$ cat config.mk
export PLATFORM = sky130hd
export DESIGN_NAME = vector_compare_clip_select_unit_top_flat
export DESIGN_NICKNAME = d
export VERILOG_FILES = /design/src/hw/rtl/vccsu_pkg.sv /design/src/hw/rtl/vccsu_if.sv /design/src/hw/rtl/vccsu_lane.sv /design/src/hw/rtl/vccsu_merge.sv /design/src/hw/rtl/vector_compare_clip_select_unit_top.sv /design/src/flat_wrapper.sv
export SDC_FILE = /design/constraint.sdc
export NUM_CORES = 2
export LEC_CHECK = 0
export ABC_AREA = 1
export BUFFER_PORTS_ARGS = -buffer_cell sky130_fd_sc_hd__buf_2
export CAP_MARGIN = 20
export CORE_MARGIN = 2
export CORE_UTILIZATION = 55
export CTS_CLUSTER_DIAMETER = 120
export DETAILED_ROUTE_END_ITERATION = 10
export PLACE_DENSITY = 0.85
export SLEW_MARGIN = 20
export SYNTH_ARGS = -nofsm -noshare
export SYNTH_HDL_FRONTEND = slang
export SYNTH_SLANG_ARGS = --single-unit
export TNS_END_PERCENT = 50
$ cat constraint.sdc
create_clock -name clk -period 16.3 [get_ports clk]
set_input_delay 2.445 -clock clk [delete_from_list [all_inputs] [get_ports clk]]
set_output_delay 2.445 -clock clk [all_outputs]
set_load 0.02 [all_outputs]
$ cat src/hw/rtl/vccsu_pkg.sv
// vccsu_pkg: shared types and constants for the vector compare, clip and select unit
// command codes, per-lane flag struct, flag vector and result beat types
// no dependencies
`timescale 1ns / 1ps
`default_nettype none

package vccsu_pkg;

	localparam int LANES  = 8;
	localparam int LANE_W = 16;
	localparam int HALF   = LANES / 2;
	localparam int WORD_W = HALF * LANE_W;

	typedef enum logic [2:0] {
		CMD_LT        = 3'd0,
		CMD_EQ        = 3'd1,
		CMD_NE        = 3'd2,
		CMD_GE        = 3'd3,
		CMD_CLIP_LOW  = 3'd4,
		CMD_CLIP_HIGH = 3'd5,
		CMD_CLIP_REV  = 3'd6,
		CMD_MERGE     = 3'd7
	} cmd_t;

	typedef struct packed {
		logic ne;
		logic co;
		logic comp;
		logic clip;
		logic vce;
	} lane_flags_t;

	typedef struct packed {
		logic [LANES-1:0] ne;
		logic [LANES-1:0] co;
		logic [LANES-1:0] comp;
		logic [LANES-1:0] clip;
		logic [LANES-1:0] vce;
	} flag_vec_t;

	typedef struct packed {
		logic [WORD_W-1:0] vd_low;
		logic [WORD_W-1:0] vd_high;
		flag_vec_t         flags;
	} out_beat_t;

endpackage

`default_nettype wire

$ cat src/hw/rtl/vccsu_if.sv
// vccsu_in_if / vccsu_out_if: valid-ready channels of the compare, clip and select unit
// operand beat in, result beat out; fixed field widths, no package needed
`timescale 1ns / 1ps
`default_nettype none

interface vccsu_in_if;
	logic        valid;
	logic        ready;
	logic [2:0]  command;
	logic [63:0] vs_low;
	logic [63:0] vs_high;
	logic [63:0] vt_low;
	logic [63:0] vt_high;

	modport source (output valid, command, vs_low, vs_high, vt_low, vt_high, input ready);
	modport sink   (input valid, command, vs_low, vs_high, vt_low, vt_high, output ready);
endinterface

interface vccsu_out_if;
	logic        valid;
	logic        ready;
	logic [63:0] vd_low;
	logic [63:0] vd_high;
	logic [7:0]  ne_flags;
	logic [7:0]  co_flags;
	logic [7:0]  comp_flags;
	logic [7:0]  clip_flags;
	logic [7:0]  vce_flags;

	modport source (output valid, vd_low, vd_high, ne_flags, co_flags, comp_flags,
		clip_flags, vce_flags, input ready);
	modport sink   (input valid, vd_low, vd_high, ne_flags, co_flags, comp_flags,
		clip_flags, vce_flags, output ready);
endinterface

`default_nettype wire

$ cat src/hw/rtl/vccsu_lane.sv
// vccsu_lane: one 16-bit lane of compare, clip and merge, purely combinational
// depends on vccsu_pkg
`timescale 1ns / 1ps
`default_nettype none

module vccsu_lane (
	input  wire logic [2:0]                      command,
	input  wire logic [vccsu_pkg::LANE_W-1:0]    s,
	input  wire logic [vccsu_pkg::LANE_W-1:0]    t,
	input  wire vccsu_pkg::lane_flags_t          flags_old,
	output vccsu_pkg::lane_flags_t               flags_new,
	output logic [vccsu_pkg::LANE_W-1:0]         res
);
	import vccsu_pkg::*;

	logic signed [LANE_W-1:0] ss;
	logic signed [LANE_W-1:0] ts;
	logic signed [LANE_W-1:0] not_s;
	logic signed [LANE_W:0]   ssum;
	logic [LANE_W:0]          usum;
	logic [LANE_W-1:0]        neg_t;
	logic                     sn;
	logic                     t_neg;
	logic                     s_eq_t;
	logic                     s_lt_t;

	logic [LANE_W-1:0] vc_low;
	logic              lz;
	logic              uz;
	logic              len;
	logic              gen;
	logic              eqf;
	logic              le;
	logic              ge;
	logic              sel;
	logic              vce_h;

	assign ss     = $signed(s);
	assign ts     = $signed(t);
	assign not_s  = ~ss;
	assign ssum   = {ss[LANE_W-1], ss} + {ts[LANE_W-1], ts};
	assign usum   = {1'b0, s} + {1'b0, t};
	assign neg_t  = ~t + LANE_W'(1);
	assign sn     = s[LANE_W-1] ^ t[LANE_W-1];
	assign t_neg  = t[LANE_W-1];
	assign s_eq_t = (s == t);
	assign s_lt_t = (ss < ts);

	always_comb begin
		flags_new = flags_old;
		res       = s;
		vc_low    = flags_old.co ? neg_t : t;
		lz        = (s == vc_low);
		uz        = ~usum[LANE_W];
		len       = flags_old.vce ? (lz | uz) : (lz & uz);
		gen       = (s >= vc_low);
		eqf       = 1'b0;
		le        = 1'b0;
		ge        = 1'b0;
		sel       = 1'b0;
		vce_h     = sn & (ssum == -(LANE_W+1)'(1));
		case (cmd_t'(command))
			CMD_LT: begin
				flags_new.comp = s_lt_t | (s_eq_t & flags_old.ne & flags_old.co);
				res = flags_new.comp ? s : t;
				flags_new.clip = 1'b0;
				flags_new.ne   = 1'b0;
				flags_new.co   = 1'b0;
			end
			CMD_EQ: begin
				flags_new.comp = s_eq_t & ~flags_old.ne;
				res = t;
				flags_new.clip = 1'b0;
				flags_new.ne   = 1'b0;
				flags_new.co   = 1'b0;
			end
			CMD_NE: begin
				flags_new.comp = ~s_eq_t | flags_old.ne;
				res = s;
				flags_new.clip = 1'b0;
				flags_new.ne   = 1'b0;
				flags_new.co   = 1'b0;
			end
			CMD_GE: begin
				flags_new.comp = (~s_lt_t & ~s_eq_t) |
					(s_eq_t & ~(flags_old.ne & flags_old.co));
				res = flags_new.comp ? s : t;
				flags_new.clip = 1'b0;
				flags_new.ne   = 1'b0;
				flags_new.co   = 1'b0;
			end
			CMD_CLIP_LOW: begin
				eqf = ~flags_old.ne;
				le  = (eqf & flags_old.co) ? len : flags_old.comp;
				ge  = (eqf & ~flags_old.co) ? gen : flags_old.clip;
				sel = flags_old.co ? le : ge;
				res = sel ? vc_low : s;
				flags_new.clip = ge;
				flags_new.comp = le;
				flags_new.ne   = 1'b0;
				flags_new.co   = 1'b0;
				flags_new.vce  = 1'b0;
			end
			CMD_CLIP_HIGH: begin
				eqf = sn ? (ssum == '0) : s_eq_t;
				le  = sn ? (ssum[LANE_W] | (ssum == '0)) : t_neg;
				ge  = sn ? t_neg : ~s_lt_t;
				sel = sn ? le : ge;
				res = sel ? (sn ? neg_t : t) : s;
				flags_new.clip = ge;
				flags_new.comp = le;
				flags_new.vce  = vce_h;
				flags_new.ne   = ~(eqf | vce_h);
				flags_new.co   = sn;
			end
			CMD_CLIP_REV: begin
				le  = sn ? (ts <= not_s) : t_neg;
				ge  = sn ? t_neg : ~s_lt_t;
				sel = sn ? le : ge;
				res = sel ? (sn ? ~t : t) : s;
				flags_new.clip = ge;
				flags_new.comp = le;
				flags_new.ne   = 1'b0;
				flags_new.co   = 1'b0;
				flags_new.vce  = 1'b0;
			end
			CMD_MERGE: begin
				res = flags_old.comp ? s : t;
			end
			default: begin
				res = flags_old.comp ? s : t;
			end
		endcase
	end

endmodule

`default_nettype wire

$ cat src/hw/rtl/vccsu_merge.sv
// vccsu_merge: gathers the lane results, holds the flag state and the output beat
// output register plus one skid entry; depends on vccsu_pkg and vccsu_if
`timescale 1ns / 1ps
`default_nettype none

module vccsu_merge (
	input  wire logic                                clk,
	input  wire logic                                arst_n,
	input  wire logic                                accept,
	input  wire logic [vccsu_pkg::LANE_W-1:0]        lane_res [vccsu_pkg::LANES],
	input  wire vccsu_pkg::lane_flags_t              lane_flags [vccsu_pkg::LANES],
	output vccsu_pkg::flag_vec_t                     flags,
	output logic                                     in_ready,
	vccsu_out_if.source                              dout
);
	import vccsu_pkg::*;

	flag_vec_t flags_q;
	flag_vec_t flags_nxt;
	out_beat_t beat_nxt;
	out_beat_t out_q;
	out_beat_t skid_q;
	logic      out_valid_q;
	logic      skid_valid_q;
	logic      out_free;

	always_comb begin
		flags_nxt = flags_q;
		beat_nxt  = '0;
		for (int k = 0; k < LANES; k++) begin
			flags_nxt.ne[k]   = lane_flags[k].ne;
			flags_nxt.co[k]   = lane_flags[k].co;
			flags_nxt.comp[k] = lane_flags[k].comp;
			flags_nxt.clip[k] = lane_flags[k].clip;
			flags_nxt.vce[k]  = lane_flags[k].vce;
			if (k < HALF) begin
				beat_nxt.vd_low[k*LANE_W +: LANE_W] = lane_res[k];
			end else begin
				beat_nxt.vd_high[(k-HALF)*LANE_W +: LANE_W] = lane_res[k];
			end
		end
		beat_nxt.flags = flags_nxt;
	end

	assign out_free = ~out_valid_q | dout.ready;
	assign in_ready = ~skid_valid_q;
	assign flags    = flags_q;

	always_ff @(posedge clk or negedge arst_n) begin
		if (!arst_n) begin
			flags_q      <= '0;
			out_valid_q  <= 1'b0;
			skid_valid_q <= 1'b0;
		end else begin
			if (accept) begin
				flags_q <= flags_nxt;
			end
			if (out_free) begin
				if (skid_valid_q) begin
					out_valid_q  <= 1'b1;
					skid_valid_q <= 1'b0;
				end else begin
					out_valid_q <= accept;
				end
			end else if (accept) begin
				skid_valid_q <= 1'b1;
			end
		end
	end

	// payload, no reset
	always_ff @(posedge clk) begin
		if (out_free) begin
			if (skid_valid_q) begin
				out_q <= skid_q;
			end else if (accept) begin
				out_q <= beat_nxt;
			end
		end else if (accept) begin
			skid_q <= beat_nxt;
		end
	end

	assign dout.valid      = out_valid_q;
	assign dout.vd_low     = out_q.vd_low;
	assign dout.vd_high    = out_q.vd_high;
	assign dout.ne_flags   = out_q.flags.ne;
	assign dout.co_flags   = out_q.flags.co;
	assign dout.comp_flags = out_q.flags.comp;
	assign dout.clip_flags = out_q.flags.clip;
	assign dout.vce_flags  = out_q.flags.vce;

endmodule

`default_nettype wire

$ cat src/hw/rtl/vector_compare_clip_select_unit_top.sv
// vector_compare_clip_select_unit_top: eight-lane compare, clip and select unit
// instantiates vccsu_lane (x8) and vccsu_merge; depends on vccsu_pkg and vccsu_if
//
//   port  dir  handshake     payload
//   din   in   valid/ready   command, vs_low, vs_high, vt_low, vt_high
//   dout  out  valid/ready   vd_low, vd_high, ne/co/comp/clip/vce flags
//
// one beat per cycle while din.ready is high; a result is registered in the output stage
// the eight lanes work in parallel off the flag state, which updates on every accepted beat
// an output register plus one skid entry keep din open while dout stalls for one beat
// arst_n clears all flags to zero and empties the output stage
`timescale 1ns / 1ps
`default_nettype none

module vector_compare_clip_select_unit_top (
	input  wire logic clk,
	input  wire logic arst_n,
	vccsu_in_if.sink   din,
	vccsu_out_if.source dout
);
	import vccsu_pkg::*;

	logic                accept;
	logic                in_ready;
	flag_vec_t           flags;
	logic [LANE_W-1:0]   lane_s     [LANES];
	logic [LANE_W-1:0]   lane_t     [LANES];
	logic [LANE_W-1:0]   lane_res   [LANES];
	lane_flags_t         lane_old   [LANES];
	lane_flags_t         lane_new   [LANES];

	assign din.ready = in_ready;
	assign accept    = din.valid & in_ready;

	for (genvar k = 0; k < LANES; k++) begin : g_lane
		if (k < HALF) begin : g_lo
			assign lane_s[k] = din.vs_low[k*LANE_W +: LANE_W];
			assign lane_t[k] = din.vt_low[k*LANE_W +: LANE_W];
		end else begin : g_hi
			assign lane_s[k] = din.vs_high[(k-HALF)*LANE_W +: LANE_W];
			assign lane_t[k] = din.vt_high[(k-HALF)*LANE_W +: LANE_W];
		end

		assign lane_old[k].ne   = flags.ne[k];
		assign lane_old[k].co   = flags.co[k];
		assign lane_old[k].comp = flags.comp[k];
		assign lane_old[k].clip = flags.clip[k];
		assign lane_old[k].vce  = flags.vce[k];

		vccsu_lane u_lane (
			.command   (din.command),
			.s         (lane_s[k]),
			.t         (lane_t[k]),
			.flags_old (lane_old[k]),
			.flags_new (lane_new[k]),
			.res       (lane_res[k])
		);
	end

	vccsu_merge u_merge (
		.clk        (clk),
		.arst_n     (arst_n),
		.accept     (accept),
		.lane_res   (lane_res),
		.lane_flags (lane_new),
		.flags      (flags),
		.in_ready   (in_ready),
		.dout       (dout)
	);

	// a full skid entry means the output register is holding a beat too
	a_skid_implies_out: assert property (@(posedge clk) disable iff (!arst_n)
		!in_ready |-> dout.valid)
		else $error("skid full with empty output register");

	// a beat taken while the output stalls lands in the skid entry
	a_stall_fills_skid: assert property (@(posedge clk) disable iff (!arst_n)
		accept && dout.valid && !dout.ready |=> !in_ready)
		else $error("stalled beat not held in skid entry");

	// merge leaves every flag untouched
	a_merge_keeps_flags: assert property (@(posedge clk) disable iff (!arst_n)
		accept && (din.command == CMD_MERGE) |=> $stable(flags))
		else $error("merge changed the flag state");

	// clip low clears not-equal, carry and extension flags
	a_clip_low_clears: assert property (@(posedge clk) disable iff (!arst_n)
		accept && (din.command == CMD_CLIP_LOW) |=>
		(flags.ne == '0) && (flags.co == '0) && (flags.vce == '0))
		else $error("clip low left stale flags");

endmodule

`default_nettype wire
$ cat src/flat_wrapper.sv
// flat-port wrapper written by rule: the top's interface ports become plain ports
module vector_compare_clip_select_unit_top_flat import vccsu_pkg::*;
  (clk, arst_n, din_valid, din_command, din_vs_low, din_vs_high, din_vt_low, din_vt_high, din_ready, dout_valid, dout_vd_low, dout_vd_high, dout_ne_flags, dout_co_flags, dout_comp_flags, dout_clip_flags, dout_vce_flags, dout_ready);
  vccsu_in_if din_i ();
  vccsu_out_if dout_i ();
  input  wire logic clk;
  input  wire logic arst_n;
  input wire logic [$bits(din_i.valid)-1:0] din_valid;
  input wire logic [$bits(din_i.command)-1:0] din_command;
  input wire logic [$bits(din_i.vs_low)-1:0] din_vs_low;
  input wire logic [$bits(din_i.vs_high)-1:0] din_vs_high;
  input wire logic [$bits(din_i.vt_low)-1:0] din_vt_low;
  input wire logic [$bits(din_i.vt_high)-1:0] din_vt_high;
  output wire logic [$bits(din_i.ready)-1:0] din_ready;
  output wire logic [$bits(dout_i.valid)-1:0] dout_valid;
  output wire logic [$bits(dout_i.vd_low)-1:0] dout_vd_low;
  output wire logic [$bits(dout_i.vd_high)-1:0] dout_vd_high;
  output wire logic [$bits(dout_i.ne_flags)-1:0] dout_ne_flags;
  output wire logic [$bits(dout_i.co_flags)-1:0] dout_co_flags;
  output wire logic [$bits(dout_i.comp_flags)-1:0] dout_comp_flags;
  output wire logic [$bits(dout_i.clip_flags)-1:0] dout_clip_flags;
  output wire logic [$bits(dout_i.vce_flags)-1:0] dout_vce_flags;
  input wire logic [$bits(dout_i.ready)-1:0] dout_ready;
  assign din_i.valid = din_valid;
  assign din_i.command = din_command;
  assign din_i.vs_low = din_vs_low;
  assign din_i.vs_high = din_vs_high;
  assign din_i.vt_low = din_vt_low;
  assign din_i.vt_high = din_vt_high;
  assign din_ready = din_i.ready;
  assign dout_valid = dout_i.valid;
  assign dout_vd_low = dout_i.vd_low;
  assign dout_vd_high = dout_i.vd_high;
  assign dout_ne_flags = dout_i.ne_flags;
  assign dout_co_flags = dout_i.co_flags;
  assign dout_comp_flags = dout_i.comp_flags;
  assign dout_clip_flags = dout_i.clip_flags;
  assign dout_vce_flags = dout_i.vce_flags;
  assign dout_i.ready = dout_ready;
  vector_compare_clip_select_unit_top u_core (.clk(clk), .arst_n(arst_n), .din(din_i), .dout(dout_i));
endmodule
==> impl_metrics.yaml <==
routing:
  firstDrtPassIters: 7
  remaining_drc_errors: 0
  vias: 56600
  antenna_left: 0
  viasPerCell: 6.19
  drt_iter0_drc: 7531
  routed_wl_mm: 196
  wl_per_cell_um: 21.5
synth:
  postSynthAreaPerCell_sq_um: 6.29
  syn-num-nets: 8425
  synth_area_sq_mm: 0.0488
  synth_edf_count: 336
  yosysSeqAreaShare_pct: 22.8
  ys_warn_count: 0
  synthDistinctLibCells: 60
  async_flop_share_pct: 11.1
  netlist_instances: 7754
  ys_seq_elements: 378
  synthFlopType: "edfxtp_1"
global_route:
  grt_max_degree: 139
  antenna_found_initial: 13
  overflow: 0
  track_usage_pct: 41.5
  grt_pass1_wl_mm: 299
  grt_pass1_vias: 52000
finish:
  final_common_cell: "nand2_1"
  drive_above_1_share_pct: 10.6
  syn2layout_area_growth_pct: 8.72
  layout_common_cells: "2121 x nand2_1, 875 x nand3_1, 818 x nor2_1, 669 x inv_1, 607 x o21ai_0"
  fill_cells: 8568
  nets: 8602
setup_path:
  cpPeakStageDelay_ps: 920
  crit_path_start_kind: "primary input"
  path_class: "primary input to flip-flop"
  path_cells: "buf_2 > inv_1 > ha_1 > buf_4 > nand2_1 > nor2_1 > nand4_1 > inv_1 > a221oi_1 > fa_1 > nand2_1 > nand2_2 > a21oi_2 > inv_2 > nand2_1 > nand3_1 > nor2_1 > nand2_1 > nand3_1 > nand2_1"
  crit_buf_inv: 5
  ff2ff_path_depth: 20
  cp.depth: 20
  arrival_ps: 7390
  crit_top_cell: "nand2_1"
  slowest_stage: "ha_1"
  cp_data_required_time_ps: 16700
  critPathTopFamily: "simple AND/OR/NAND/NOR gates"
  cp_max_fo: 19
  worst_setup_path_end_kind: "flip-flop"
cts:
  path_clk_slew_ps: 70
  cts_setup_buffers: 0
  clock_sinks: 378
  tritoncts: "yes"
  cts.htree.levels: 2
  cts.hold.buffers_added: 0
  insertion_delay_ps: 660
  cts_resized: 0
  cts_made_buffers: 49
  cts_root_buf: "clkbuf_16"
  clockBufferDepth: 3
place:
  place_congestion: 1.04
  detailed_place_hpwl_mm: 138
  place.port_buffers: 432
timing:
  worstMarginPinSlew_ps: 1260
  finClkSkew_ps: 16.4
  max_clock_freq_mhz: 143
  finalSetupTns_ps: 0
  relSlewSlack_pct: 14.9
  setup_violations: 0
  fin_crit_ps: 7000
  finalMaxSlewViolations: 0
  rsz0062_at_grt: "no"
  whs_ps: 516
  hold_viol: 0
  min_period_over_period_pct: 42.9
floorplanning:
  coreArea_sq_mm: 0.0881
  initial_utilization_pct: 55.3
  die_x_um: 302
  die-area_sq_mm: 0.0911
  io_pins: 433
  die_h_um: 302
  rows: 109
worst_hold_path:
  hold-path-cell-count: 2
  hp-class: "flip-flop to flip-flop"
pwr:
  peakVddDrop_uv: 98.5
  cellPowerDensity_mw_per_mm2: 81.1
  p_leak_uw: 0.0252
run_status:
  status: "finished, final reports clean"
flow_run:
  maxCapViolCount: 0
==> sequential cells by signal, indices dropped and copies added (netlist names) <==
signal / flops
u_core.u_merge.dout.vd_low: 64
u_core.u_merge.dout.comp_flags: 8
u_core.u_merge.dout.ne_flags: 8
u_core.u_merge.dout.valid: 1
u_core.u_merge.dout.vce_flags: 8
u_core.u_merge.skid_q: 168
u_core.u_merge.skid_valid_q: 1
u_core.u_merge.dout.co_flags: 8
u_core.u_merge.flags: 40
u_core.u_merge.dout.clip_flags: 8
u_core.u_merge.dout.vd_high: 64
==> synthesized netlist by cell type, types with 20 or more instances <==
master	count	area share, %
a21oi_2	22	0.40
nand4_1	151	1.9
nand3_1	875	9.0
a21oi_1	493	5.1
nor2_1	824	6.3
o211ai_1	66	1.0
ha_1	392	10
buf_1	35	0.27
buf_2	83	0.85
edfxtp_1	336	21
a21boi_1	35	0.54
dfrtp_1	42	2.2
nand2_1	2129	16
nand3b_1	20	0.31
nand4_2	20	0.51
xor2_1	148	2.7
nor2_2	21	0.27
xnor2_1	22	0.40
o21bai_1	26	0.40
o21ai_0	607	6.2
clkinv_1	20	0.15
nor3_2	21	0.43
inv_2	58	0.45
nor3_1	105	1.1
inv_1	670	5.2
clkbuf_1	206	1.6
o21ai_1	43	0.44
nor4_1	23	0.30
nand2_2	36	0.46
nand3_2	52	1.1
==> cell type report <==
class                           instances  area (sq um)  area share (%)
Clock buffer                           55          1290            2.44
Timing Repair Buffer                  479          2550            4.82
Multi-Input combinational cell       6274         33300            62.8
Sequential cell                       378         11100            21.0
Antenna cell                            5          12.5          0.0236
Tap cell                             1165          1460            2.75
Inverter                              749          2830            5.33
Clock inverter                         36           445           0.840
==> routing by layer <==
metal / GRT usage, % / share of wire (%)
met5: 0 / 0.036
met4: 19.0 / 4.7
met3: 8.22 / 12
met2: 64.5 / 44
met1: 55.6 / 39
==> logic make-up after synthesis <==
group	after synthesis	share of synthesized area, %
buffers and inverters	1102	9.03
adders and majority gates	408	10.7
and+or+nand+nor	4310	38.8
DFF	378	22.8
xor gates and xnor gates	170	3.05
AOI/OAI and AO/OA	1386	15.6
==> worst register-to-register path, cell delays in order (launching register included) <==
cell and delay (ps):
dfrtp_1 860, inv_1 490, o21ai_0 330, inv_1 70, ha_1 290, nand2_1 60, inv_1 90, nand3_1 70
nor2_1 160, nand4_1 150, inv_1 110, nor2_1 50, o21ai_1 160, nand3_1 560, nand2_2 400, nand2_1 350
o21ai_1 330, nor2_1 80, nand3_2 90, nand2_1 60, nand2_1 90
==> stage by stage <==
| stage | setup WS, ps | std cells | area (sq um) | total power (uW) | utilization [%] |
|---|---|---|---|---|---|
| 3_5_place_dp | 8870 | 9044 | 51200 | 3040 | 58.2 |
| 6_report | 9300 | 9141 | 53000 | 4300 | 60.2 |
| 3_3_place_gp | 8860 | 9043 | 51200 | 3010 | 58.1 |
| 4_1_cts | 9530 | 9135 | 53000 | 4240 | 60.1 |
| 5_1_grt | 9080 | 9139 | 53000 | 4510 | 60.2 |
| 2_1_floorplan | 5880 | 7754 | 48800 | 2490 | - |
==> power by group <==
group | leakage (uW) | internal [uW] | switching (uW) | total, uW
Combinational | 0.0206 | 512 | 1310 | 1830
Sequential | 0.00377 | 1200 | 67.9 | 1270
Clock | 0.000842 | 704 | 501 | 1200
Total | 0.0252 | 2420 | 1880 | 4300
==> worst paths after layout <==
kind,start,to,slack [ps]
worst max-delay path,din_vt_low[47],u_core.u_merge.dout.vd_low[39]$_DFFE_PP_,9300
min in group asynchronous,arst_n,u_core.u_merge.flags[18]$_DFFE_PN0P_,1980
worst min register to register,u_core.u_merge.skid_q[151]$_DFFE_PP_,u_core.u_merge.dout.vd_low[47]$_DFFE_PP_,520
worst min-delay path,u_core.u_merge.skid_q[151]$_DFFE_PP_,u_core.u_merge.dout.vd_low[47]$_DFFE_PP_,520
max in group asynchronous,arst_n,u_core.u_merge.skid_valid_q$_DFFE_PN0P_,13690
worst max register to register,u_core.u_merge.flags[26]$_DFFE_PN0P_,u_core.u_merge.dout.vd_low[45]$_DFFE_PP_,11310
Power figures use the tool's default switching activity.
